`config.mk`:
```
export PLATFORM = sky130hd
export DESIGN_NAME = dcs_golay_detector
export DESIGN_NICKNAME = d
export VERILOG_FILES = /design/src/design/dcs_pkg.sv /design/src/design/dcs_ram.sv /design/src/design/dcs_cell.sv /design/src/design/dcs_golay_detector.sv
export SDC_FILE = /design/constraint.sdc
export NUM_CORES = 2
export LEC_CHECK = 0
export BUFFER_PORTS_ARGS = -buffer_cell sky130_fd_sc_hd__clkbuf_2
export CAP_MARGIN = 20
export CORE_ASPECT_RATIO = 0.5
export CORE_MARGIN = 3
export CORE_UTILIZATION = 55
export DETAILED_ROUTE_END_ITERATION = 7
export PLACE_DENSITY = 0.84
export SLEW_MARGIN = 20
export SYNTH_ARGS = -nofsm -noshare
export SYNTH_HDL_FRONTEND = slang
export SYNTH_SLANG_ARGS = --single-unit
```
`constraint.sdc`:
```
create_clock -name clk -period 5 [get_ports clk]
set_clock_uncertainty 0.05 [all_clocks]
set_input_delay 1 -clock clk [delete_from_list [all_inputs] [get_ports clk]]
set_output_delay 1 -clock clk [all_outputs]
set_load 0.01 [all_outputs]
```
`src/design/dcs_pkg.sv`:
```
// Shared types and constants for the DCS Golay code detector.
package dcs_pkg;

  // Field widths
  localparam int unsigned IDX_W  = 7;
  localparam int unsigned CODE_W = 9;
  localparam int unsigned WORD_W = 24;
  localparam int unsigned LFSR_W = 12;

  // Stream payload widths
  localparam int unsigned S_DATA_W = 40;
  localparam int unsigned M_DATA_W = 16;

  // Golay(23,12) encoder: one cell per LFSR step
  localparam int unsigned GOLAY_STEPS = 12;
  localparam logic [LFSR_W-1:0] GOLAY_POLY = 12'h8ea;

  // Bits 11..9 of a codeword data part (marker bit over two zeros)
  localparam logic [2:0] DATA_MARK = 3'b100;

  // Item kinds on s_tuser
  localparam logic OP_LOAD   = 1'b0;
  localparam logic OP_DETECT = 1'b1;

  localparam logic [IDX_W-1:0] LAST_INDEX_RESET = 7'd104;

  // Sequencer states
  typedef enum logic [2:0] {
    ST_IDLE,
    ST_ROT,
    ST_SCAN,
    ST_DRAIN,
    ST_FINISH
  } state_t;

  // What one encoder cell hands to the next
  typedef struct packed {
    logic              valid;
    logic [IDX_W-1:0]  idx;
    logic [CODE_W-1:0] code;
    logic [LFSR_W-1:0] lfsr;
  } cell_t;

endpackage

```
`src/design/dcs_ram.sv`:
```
// Generic single-port-write RAM with registered read.
module dcs_ram #(
  parameter int unsigned WIDTH = 9,
  parameter int unsigned DEPTH = 128
) (
  input  logic                     clk,
  input  logic                     we,
  input  logic [$clog2(DEPTH)-1:0] waddr,
  input  logic [WIDTH-1:0]         wdata,
  input  logic [$clog2(DEPTH)-1:0] raddr,
  output logic [WIDTH-1:0]         rdata
);

  logic [WIDTH-1:0] mem [DEPTH];

  always_ff @(posedge clk) begin
    if (we) begin
      mem[waddr] <= wdata;
    end
    rdata <= mem[raddr];
  end

endmodule

```
`src/design/dcs_cell.sv`:
```
// One Golay encoder cell: a single LFSR step, registered, with its entry riding along.
module dcs_cell (
  input  logic          clk,
  input  logic          rst,
  input  logic          flush,
  input  dcs_pkg::cell_t cell_in,
  output dcs_pkg::cell_t cell_out
);

  logic [dcs_pkg::LFSR_W:0]   shifted;
  logic [dcs_pkg::LFSR_W-1:0] stepped;
  logic                       valid;
  logic [dcs_pkg::IDX_W-1:0]  idx;
  logic [dcs_pkg::CODE_W-1:0] code;
  logic [dcs_pkg::LFSR_W-1:0] lfsr;

  // shift left, fold in the polynomial when the top bit falls out
  always_comb begin
    shifted = {cell_in.lfsr, 1'b0};
    stepped = shifted[dcs_pkg::LFSR_W] ? (shifted[dcs_pkg::LFSR_W-1:0] ^ dcs_pkg::GOLAY_POLY)
                                       : shifted[dcs_pkg::LFSR_W-1:0];
  end

  always_ff @(posedge clk) begin
    if (rst || flush) begin
      valid <= 1'b0;
    end else begin
      valid <= cell_in.valid;
    end
  end

  always_ff @(posedge clk) begin
    idx  <= cell_in.idx;
    code <= cell_in.code;
    lfsr <= stepped;
  end

  assign cell_out = '{valid: valid, idx: idx, code: code, lfsr: lfsr};

endmodule

```
`src/design/dcs_golay_detector.sv`:
```
// Top level: code table, scan sequencer and Golay encoder cell row.
//
// Usage:
//  - s_* channel takes items. s_tuser selects the kind: load (0) writes entry_code
//    into table slot entry_index; detect (1) searches received_word. Loads beyond
//    the table are dropped. A load gives no result.
//  - m_* channel gives one item per detect: m_tuser = found, m_tdata holds the
//    matching index and its stored code (both zero when nothing matched).
//  - cfg_we/cfg_data write last_index (reset 104), the highest slot searched.
//  - A detect walks ROTATIONS shifted forms of the word. A form
//    whose bits 11..9 read 100b scans slots 1..min(last_index, TABLE_DEPTH-1),
//    one RAM read per cycle, through a row of 12 encoder cells. At most every
//    third form can carry the marker; the encoder latency and the single table
//    read port set the worst-case search time. The scan stops at the first hit.
//  - One item is worked on at a time: s_tready is high only between detects.
//  - A finished result sits in the output register; when the receiver stalls,
//    the next detect may be taken but its result waits until the register frees.
//  - Reset (rst, synchronous) clears the control state and last_index; table
//    contents are undefined until loaded.
module dcs_golay_detector #(
  parameter int unsigned TABLE_DEPTH = 128,
  parameter int unsigned ROTATIONS   = 23
) (
  input  logic                           clk,
  input  logic                           rst,
  // entry_index[6:0], entry_code[15:7], received_word[39:16]
  input  logic [dcs_pkg::S_DATA_W-1:0]   s_tdata,
  // opcode
  input  logic                           s_tuser,
  input  logic                           s_tvalid,
  output logic                           s_tready,
  // match_index[6:0], match_code[15:7]
  output logic [dcs_pkg::M_DATA_W-1:0]   m_tdata,
  // found
  output logic                           m_tuser,
  output logic                           m_tvalid,
  input  logic                           m_tready,
  input  logic                           cfg_we,
  input  logic [dcs_pkg::IDX_W-1:0]      cfg_data
);

  localparam int unsigned AW = $clog2(TABLE_DEPTH);
  localparam int unsigned RW = $clog2(ROTATIONS + 1);
  localparam logic [RW-1:0] ROT_LAST = RW'(ROTATIONS - 1);
  localparam int unsigned STEPS = dcs_pkg::GOLAY_STEPS;

  dcs_pkg::state_t state, state_next;

  logic [dcs_pkg::IDX_W-1:0]  last_index;
  logic [dcs_pkg::IDX_W-1:0]  lim;
  logic [dcs_pkg::WORD_W-1:0] word, word_next;
  logic [RW-1:0]              rot, rot_next;
  logic [dcs_pkg::IDX_W-1:0]  idx, idx_next;
  logic                       issue_q, issue_next;
  logic [dcs_pkg::IDX_W-1:0]  idx_q;
  logic                       res_found, res_found_next;
  logic [dcs_pkg::IDX_W-1:0]  res_idx, res_idx_next;
  logic [dcs_pkg::CODE_W-1:0] res_code, res_code_next;
  logic                       flush;
  logic                       busy;
  logic                       hit;
  logic [dcs_pkg::WORD_W-1:0] codeword;
  logic [dcs_pkg::WORD_W-1:0] word_step;

  logic [dcs_pkg::IDX_W-1:0]  in_idx;
  logic [dcs_pkg::CODE_W-1:0] in_code;
  logic [dcs_pkg::WORD_W-1:0] in_word;
  logic                       ram_we;
  logic [dcs_pkg::CODE_W-1:0] ram_rdata;

  dcs_pkg::cell_t chain [STEPS+1];

  // input unpacking
  assign in_idx  = s_tdata[6:0];
  assign in_code = s_tdata[15:7];
  assign in_word = s_tdata[39:16];

  // configuration register
  always_ff @(posedge clk) begin
    if (rst) begin
      last_index <= dcs_pkg::LAST_INDEX_RESET;
    end else if (cfg_we) begin
      last_index <= cfg_data;
    end
  end

  // search limit, clipped to the table
  assign lim = (int'(last_index) > int'(TABLE_DEPTH) - 1) ? dcs_pkg::IDX_W'(TABLE_DEPTH - 1)
                                                         : last_index;

  // code table
  assign s_tready = (state == dcs_pkg::ST_IDLE);
  assign ram_we   = s_tvalid && s_tready && (s_tuser == dcs_pkg::OP_LOAD)
                    && (int'(in_idx) < int'(TABLE_DEPTH));

  dcs_ram #(
    .WIDTH (dcs_pkg::CODE_W),
    .DEPTH (TABLE_DEPTH)
  ) u_table (
    .clk   (clk),
    .we    (ram_we),
    .waddr (AW'(in_idx)),
    .wdata (in_code),
    .raddr (AW'(idx)),
    .rdata (ram_rdata)
  );

  // encoder cell row, fed with each entry as it leaves the RAM
  assign chain[0] = '{valid: issue_q,
                      idx:   idx_q,
                      code:  ram_rdata,
                      lfsr:  {dcs_pkg::DATA_MARK, ram_rdata}};

  for (genvar k = 0; k < STEPS; k++) begin : g_cell
    dcs_cell u_cell (
      .clk      (clk),
      .rst      (rst),
      .flush    (flush),
      .cell_in  (chain[k]),
      .cell_out (chain[k+1])
    );
  end

  // compare the finished codeword with the current form of the word
  assign codeword = {1'b0, chain[STEPS].lfsr[dcs_pkg::LFSR_W-1:1], dcs_pkg::DATA_MARK,
                     chain[STEPS].code};
  assign hit      = chain[STEPS].valid && (codeword == word);

  // entries still on their way to the compare
  always_comb begin
    busy = issue_q;
    for (int k = 1; k < STEPS; k++) begin
      busy = busy | chain[k].valid;
    end
  end

  // bit 0 folds into bit 23, then the word shifts right
  assign word_step = {1'b0, word[23] | word[0], word[22:1]};

  // sequencer
  always_comb begin
    state_next     = state;
    word_next      = word;
    rot_next       = rot;
    idx_next       = idx;
    issue_next     = 1'b0;
    res_found_next = res_found;
    res_idx_next   = res_idx;
    res_code_next  = res_code;
    flush          = 1'b0;

    unique case (state)
      dcs_pkg::ST_IDLE: begin
        if (s_tvalid && (s_tuser == dcs_pkg::OP_DETECT)) begin
          word_next  = in_word;
          rot_next   = '0;
          state_next = dcs_pkg::ST_ROT;
        end
      end
      dcs_pkg::ST_ROT: begin
        if ((word[11:9] == dcs_pkg::DATA_MARK) && (lim != '0)) begin
          idx_next   = dcs_pkg::IDX_W'(1);
          state_next = dcs_pkg::ST_SCAN;
        end else if (rot == ROT_LAST) begin
          res_found_next = 1'b0;
          res_idx_next   = '0;
          res_code_next  = '0;
          state_next     = dcs_pkg::ST_FINISH;
        end else begin
          word_next = word_step;
          rot_next  = rot + RW'(1);
        end
      end
      dcs_pkg::ST_SCAN: begin
        if (hit) begin
          res_found_next = 1'b1;
          res_idx_next   = chain[STEPS].idx;
          res_code_next  = chain[STEPS].code;
          flush          = 1'b1;
          state_next     = dcs_pkg::ST_FINISH;
        end else begin
          issue_next = 1'b1;
          if (idx == lim) begin
            state_next = dcs_pkg::ST_DRAIN;
          end else begin
            idx_next = idx + dcs_pkg::IDX_W'(1);
          end
        end
      end
      dcs_pkg::ST_DRAIN: begin
        if (hit) begin
          res_found_next = 1'b1;
          res_idx_next   = chain[STEPS].idx;
          res_code_next  = chain[STEPS].code;
          flush          = 1'b1;
          state_next     = dcs_pkg::ST_FINISH;
        end else if (!busy) begin
          if (rot == ROT_LAST) begin
            res_found_next = 1'b0;
            res_idx_next   = '0;
            res_code_next  = '0;
            state_next     = dcs_pkg::ST_FINISH;
          end else begin
            word_next  = word_step;
            rot_next   = rot + RW'(1);
            state_next = dcs_pkg::ST_ROT;
          end
        end
      end
      dcs_pkg::ST_FINISH: begin
        if (!m_tvalid || m_tready) begin
          state_next = dcs_pkg::ST_IDLE;
        end
      end
      default: begin
        state_next = dcs_pkg::ST_IDLE;
      end
    endcase
  end

  // control registers
  always_ff @(posedge clk) begin
    if (rst) begin
      state   <= dcs_pkg::ST_IDLE;
      issue_q <= 1'b0;
    end else begin
      state   <= state_next;
      issue_q <= issue_next;
    end
  end

  // datapath registers
  always_ff @(posedge clk) begin
    word      <= word_next;
    rot       <= rot_next;
    idx       <= idx_next;
    idx_q     <= idx;
    res_found <= res_found_next;
    res_idx   <= res_idx_next;
    res_code  <= res_code_next;
  end

  // output register
  always_ff @(posedge clk) begin
    if (rst) begin
      m_tvalid <= 1'b0;
    end else if ((state == dcs_pkg::ST_FINISH) && (!m_tvalid || m_tready)) begin
      m_tvalid <= 1'b1;
    end else if (m_tready) begin
      m_tvalid <= 1'b0;
    end
  end

  always_ff @(posedge clk) begin
    if ((state == dcs_pkg::ST_FINISH) && (!m_tvalid || m_tready)) begin
      m_tuser <= res_found;
      m_tdata <= {res_code, res_idx};
    end
  end

endmodule

```
* Word-level counts from Yosys, hierarchy flattened
Memories as Yosys holds them, arrays and structs flattened. A register that Yosys moved wholly into a read port is not among the register bits.
Cells that the tools add are included.
** Cells by class
- Eq/ne operators :: 20
- Reductions and logical operators :: 21
- Bitwise logic cells :: 26
- Add/sub/neg operators :: 2
- Muxes and demuxes :: 62
** Operators with widths (number)
- two-way mux 12 bit :: 10
- two-way mux 24 bit :: 5
- one-hot mux 24 bit (3 select lines) :: 1
- NOT 6 bit :: 10
- two-way mux 7 bit :: 8
- two-way mux 9 bit :: 5
- two-way mux 3 bit :: 9
- one-hot mux 9 bit (3 select lines) :: 1
- two-way mux 5 bit :: 5
- equality test 23 x 24 -> 1 bit :: 1
- one-hot mux 7 bit (3 select lines) :: 1
- one-hot mux 3 bit (5 select lines) :: 1
- one-hot mux 5 bit (3 select lines) :: 1
- != test 2 bit (second input constant) :: 7
- one-hot mux 7 bit (2 select lines) :: 1
- two-way mux 1 bit :: 12
- NOT 5 -> 6 bit :: 2
- OR 1 bit :: 12
- AND reduction 5 bit :: 2
- != test 3 bit (second input constant) :: 3
- two-way mux 8 bit :: 1
- AND reduction 4 bit :: 2
- adder 7 x 1 -> 7 bit (second input constant) :: 1
- equality test 7 bit :: 1
- 16 further kinds :: 29
** Word-level totals
- Memories :: 1
- Bits in writable memories :: 1152
- Logic and storage cells :: 194
- Input bits :: 53
- Flip-flop bits (word level) :: 435
- Output and inout bits :: 19
** Memory list
- u_table.mem :: words 128, bits a word 9, rd ports 1, clocked after Yosys merged registers in 1, wr ports 1, RTL line dcs_ram.sv:14 : logic [WIDTH-1:0] mem [DEPTH];

* Logic depth before layout (Yosys ltp)
- Depth after elaboration :: 14
- Mapped depth :: 11
- Depth with buffers taken out :: 8

* Cells and area by module
A second synthesis with hierarchy kept.
** Second synthesis, totals
- Cell total of the unflattened synthesis :: 2614
- Area total of the unflattened synthesis :: 56456.6 um^2
** Modules (own cells, without submodules)
- dcs_ram :: instances 1, area an instance 44529.0 um^2, sequential area each 34773.4 um^2, cells an instance 1816
- dcs_cell :: instances 12, area an instance 650.6 um^2, sequential area each 560.5 um^2, cells an instance 39
- dcs_golay_detector :: instances 1, area an instance 4120.2 um^2, sequential area each 2482.4 um^2, cells an instance 330

* Worst setup path after synthesis
No wires, ideal clock.
- Kind :: reg-to-reg
- Start :: register word[10] (netlist name)
- End :: register res_code[0] (netlist name) (enable)
- Slack :: 0.168 ns
- Arrival time :: 4.297 ns
- Cell stages (with the launch flop) :: 7
- Clock period less this slack :: 4.832 ns
- Setup time :: 0.485 ns
- Buffers on the path :: 1
- Data required time :: 4.465 ns
- Cell sequence :: edfxtp_1 > or3b_1 > nor4_1 > and2_1 > clkbuf_1 > nand2_1 > a2111oi_0
** Between the ends
- Word-level cells in the longest chain between the ends :: 4
- Elaborated cells between the ends (all ways) :: 8
- Those cells by class :: eq/ne: 5; reduce/logical: 3
** RTL lines
- start, declared :: RTL line dcs_golay_detector.sv:51 : logic [dcs_pkg::WORD_W-1:0] word, word_next;
- start signal, assigned :: RTL line dcs_golay_detector.sv:234 : word <= word_next;
- equality test 23 x 24 -> 1 bit or equality test 3 bit (tied branches) :: RTL line dcs_golay_detector.sv:127, dcs_golay_detector.sv:161
- logical AND 1 bit, on equally long branches :: RTL line dcs_golay_detector.sv:127, dcs_golay_detector.sv:161
- != test 3 bit (no source line) or != test 2 bit (tied branches)
- AND reduction 4 bit (no source line) (*)
- end signal, assigned :: RTL line dcs_golay_detector.sv:240 : res_code <= res_code_next;
- end, declared :: RTL line dcs_golay_detector.sv:58 : logic [dcs_pkg::CODE_W-1:0] res_code, res_code_next;
Every way passes the cells marked *; elsewhere a longest branch is shown, timed or not.
A chain may end at the register's enable or synchronous reset.

==> results.md <==
* Clock tree from TritonCTS: done
* Crit-path slowest cell: nor2b_2
* Vias in the first global route at 29500
* Largest family of logic cells by synthesized area: multiplexers
* Fmax at 0.247 GHz
* Crit path max fanout at 22
* Wire per inst at 29.3 µm
* First drt pass iteration count at 6
* Compound-Gate Fraction of Synth Area at 3.13%
* Fin Setup TNS at 0 ns
* Area share of the largest cell type after synthesis at 64.8%
* Final ANT Viol Nets at 0
* Pleak at 0.0216 µW
* DR iter-0 viols at 4839
* CORE AREA at 0.101 mm²
* Cell variety after synth at 67
* Main synth FF type: edfxtp_1
* Post-CTS Resized at 0
* Status: finished, final reports clean
* Post-synthesis sequential area ratio at 77.2%
* Die Span X at 460 µm
* Detailed-route via count at 29700
* Max-Cap Viols at 0
* #FFs+latches synth at 1572
* CTS max path bufs at 3
* Buffers on Ports at 71
* Crit end category: register
* Clock transition at path regs at 0.07 ns
* Hold Vio Cnt, Final at 0
* Critical Path RT at 5.58 ns
* Ys Warns at 0
* WL final at 134 mm
* Fin nets at 3167
* Maximum vdd drop at 382 µV
* Worst hold margin at 0.273 ns
* Area of the multi-input gates at 0.0117 mm²
* Setup Buffers After CTS at 0
* Cell family with most CP delay: simple AND/OR/NAND/NOR gates
* GRT Total Usage at 24.9%
* Synth Cell Area at 0.0566 mm²
* Worst-margin pin slew at 1.22 ns
* Crit Path Category: register to register
* FP Rows at 82
* Ports at 72
* Register Area at 0.0437 mm²
* CTS Sinks at 1572
* Initial antenna violation count at 9
* Number of fill cells at 6335
* Synth async-reset ratio at 0%
* Layout area overhead at 10.4%
* Largest net degree at the start of global routing at 129
* Post-route DRC at 0
* Effective utilization at floorplan at 56.0%
* Mapped Cells at 2996
* Adder-Cell Fraction of Synth Area at 0.0663%
* Mux share of post-synthesis cell area at 12.6%
* HP Class: register to register
* Type of origin of the critical path: register
* Cts hold-fix bufs at 0
* Gr ovfl total at 0
* Post-synthesis simple-gate area fraction at 3.49%
* Final worst path period need at 4.05 ns
* Gp weighted congestion at 0.908
* Most common cell on crit path: buf_4
* PD cells at 425 mW/mm²
* Later-pin clock latency in the skew report at 0.75 ns
* Worst Path Buf+Inv at 2
* Worst path cell trace: buf_4 -> nor2b_2 -> buf_4 -> a22oi_1 -> and3_1 -> o21ai_0 -> o311ai_0 -> o31a_1
* Number of enable flip-flop cells after synthesis at 1222
* Fin. max-slew vios at 0
* H-tree Lvls at 4
* Synth area leaders: edfxtp_1 (65%), dfxtp_1 (12%), mux4_2 (7.4%), mux2i_1 (4.2%), nand2_1 (1.3%)
* Max_slew headroom at 18.3%
* Share of cells above drive strength 1 at 16.5%
* Worst path max stage delay at 0.95 ns
* Syn avg cell area at 18.9 µm²
* Via-to-Cell Ratio at 6.51
* Leading area contributor after synthesis: edfxtp_1
* CTS root buffer: clkbuf_16
* Cts bufs inserted at 134
* First-pass GRT wire length at 195 mm
* Die area at 0.107 mm²
* DP Wirelength at 74.6 mm
* Xor and xnor area share after synthesis at 1.22%
* Worst EP arrival at 4.63 ns
* Final setup viols at 0
* Synthesized Nets at 3052
* Die H at 233 µm
* Final period utilization at 80.9%
* Unrepaired setup endpoints after global routing: false
Yosys cell counts, types with 15 or more instances:
library cell  instances
o221ai_1             19
xor2_1               50
xnor2_1              29
dfxtp_1             350
mux4_2              185
buf_2                38
a22oi_1              45
nand2_1             191
mux4_1               22
o21ai_0              38
nand3_1              23
clkbuf_1             52
buf_12               18
buf_4                15
inv_1                36
a21oi_1              36
nor3_1               22
and2_1               19
mux2i_1             239
nor2_1              152
edfxtp_1           1222
per-stage QoR:
stage	cells	util, %	area, µm²	setup slack, ns	total power, µW
after global routing	4554	61.8	62500	0.975	27200
after global placement	4316	57.4	58000	0.879	16200
after CTS	4550	61.8	62400	1.23	26600
after floorplan	2996	-	56600	0.168	15800
after detailed placement	4317	57.4	58000	1.27	16300
final	4558	61.8	62500	0.954	26500
cells by family (layout without fill, tap and decap cells):
kind of cell / after synthesis / count (layout)
xor gates and xnor gates: 79 / 79
other: 0 / 6
muxes: 448 / 448
DFF: 1572 / 1572
and+or+nand+nor: 459 / 459
adders and majority gates: 3 / 3
AOI/OAI and AO/OA: 246 / 246
buffers and inverters: 189 / 401
layout make-up:
cell class / instances / share of cell area, %
Sequential cell: 1572 / 69.9
Multi-Input combinational cell: 1235 / 18.7
Clock buffer: 186 / 6.25
Tap cell: 1344 / 2.69
Timing Repair Buffer: 129 / 1.44
Clock inverter: 47 / 0.755
Inverter: 39 / 0.238
Antenna cell: 6 / 0.0240
registers in the layout, indices dropped and copies added, names as in the netlist, 3 cells and up:
name and count:
u_table.mem 1152, g_cell.u_cell.lfsr 118, g_cell.u_cell.code 108, g_cell.u_cell.idx 84
word 24, m_tdata 16, g_cell.u_cell.valid 12, res_code 9
u_table.rdata 9, idx 7, idx_q 7, last_index 7
res_idx 7, rot 5, state 3
path summary, 6_finish.rpt:
check | from | end | slack, ns | depth (start not counted)
setup / recovery | idx[2]$_SDFFCE_PP0P_ | u_table.rdata[1]$_DFF_P_ | 0.95 | 8
hold / removal | g_cell[7].u_cell.code[2]$_DFF_P_ | g_cell[8].u_cell.code[2]$_DFF_P_ | 0.27 | 0
setup reg to reg | idx[2]$_SDFFCE_PP0P_ | u_table.rdata[1]$_DFF_P_ | 0.95 | 8
hold reg to reg | g_cell[7].u_cell.code[2]$_DFF_P_ | g_cell[8].u_cell.code[2]$_DFF_P_ | 0.27 | 0
layout by cell type, fill, tap and decap left out, types with 19 or more instances in the layout:
| master | synthesis | layout |
|---|---|---|
| a21oi_1 | 36 | 35 |
| a22oi_1 | 45 | 45 |
| buf_4 | 15 | 59 |
| clkbuf_1 | 52 | 30 |
| clkbuf_16 | 0 | 146 |
| clkbuf_2 | 0 | 62 |
| clkinv_1 | 3 | 20 |
| dfxtp_1 | 350 | 350 |
| edfxtp_1 | 1222 | 1222 |
| inv_1 | 36 | 35 |
| mux2i_1 | 239 | 239 |
| mux4_1 | 22 | 22 |
| mux4_2 | 185 | 185 |
| nand2_1 | 191 | 191 |
| nand3_1 | 23 | 23 |
| nor2_1 | 152 | 152 |
| nor3_1 | 22 | 22 |
| o21ai_0 | 38 | 38 |
| o221ai_1 | 19 | 19 |
| xnor2_1 | 29 | 29 |
| xor2_1 | 50 | 50 |
per-layer routing:
metal	vias to the layer above	routed length [µm]	track usage [%]
met4	8	7060	12.1
met3	526	18500	7.67
li1	11900	-	-
met5	-	92	0.362
met2	2569	62500	39.4
met1	14700	45600	31.7
report_power, final:
| part | internal [µW] | switching, µW |
|---|---|---|
| clock network | 5930 | 4580 |
| logic | 401 | 729 |
| registers | 14600 | 279 |
No activity file was read; power rests on OpenSTA's default activity.
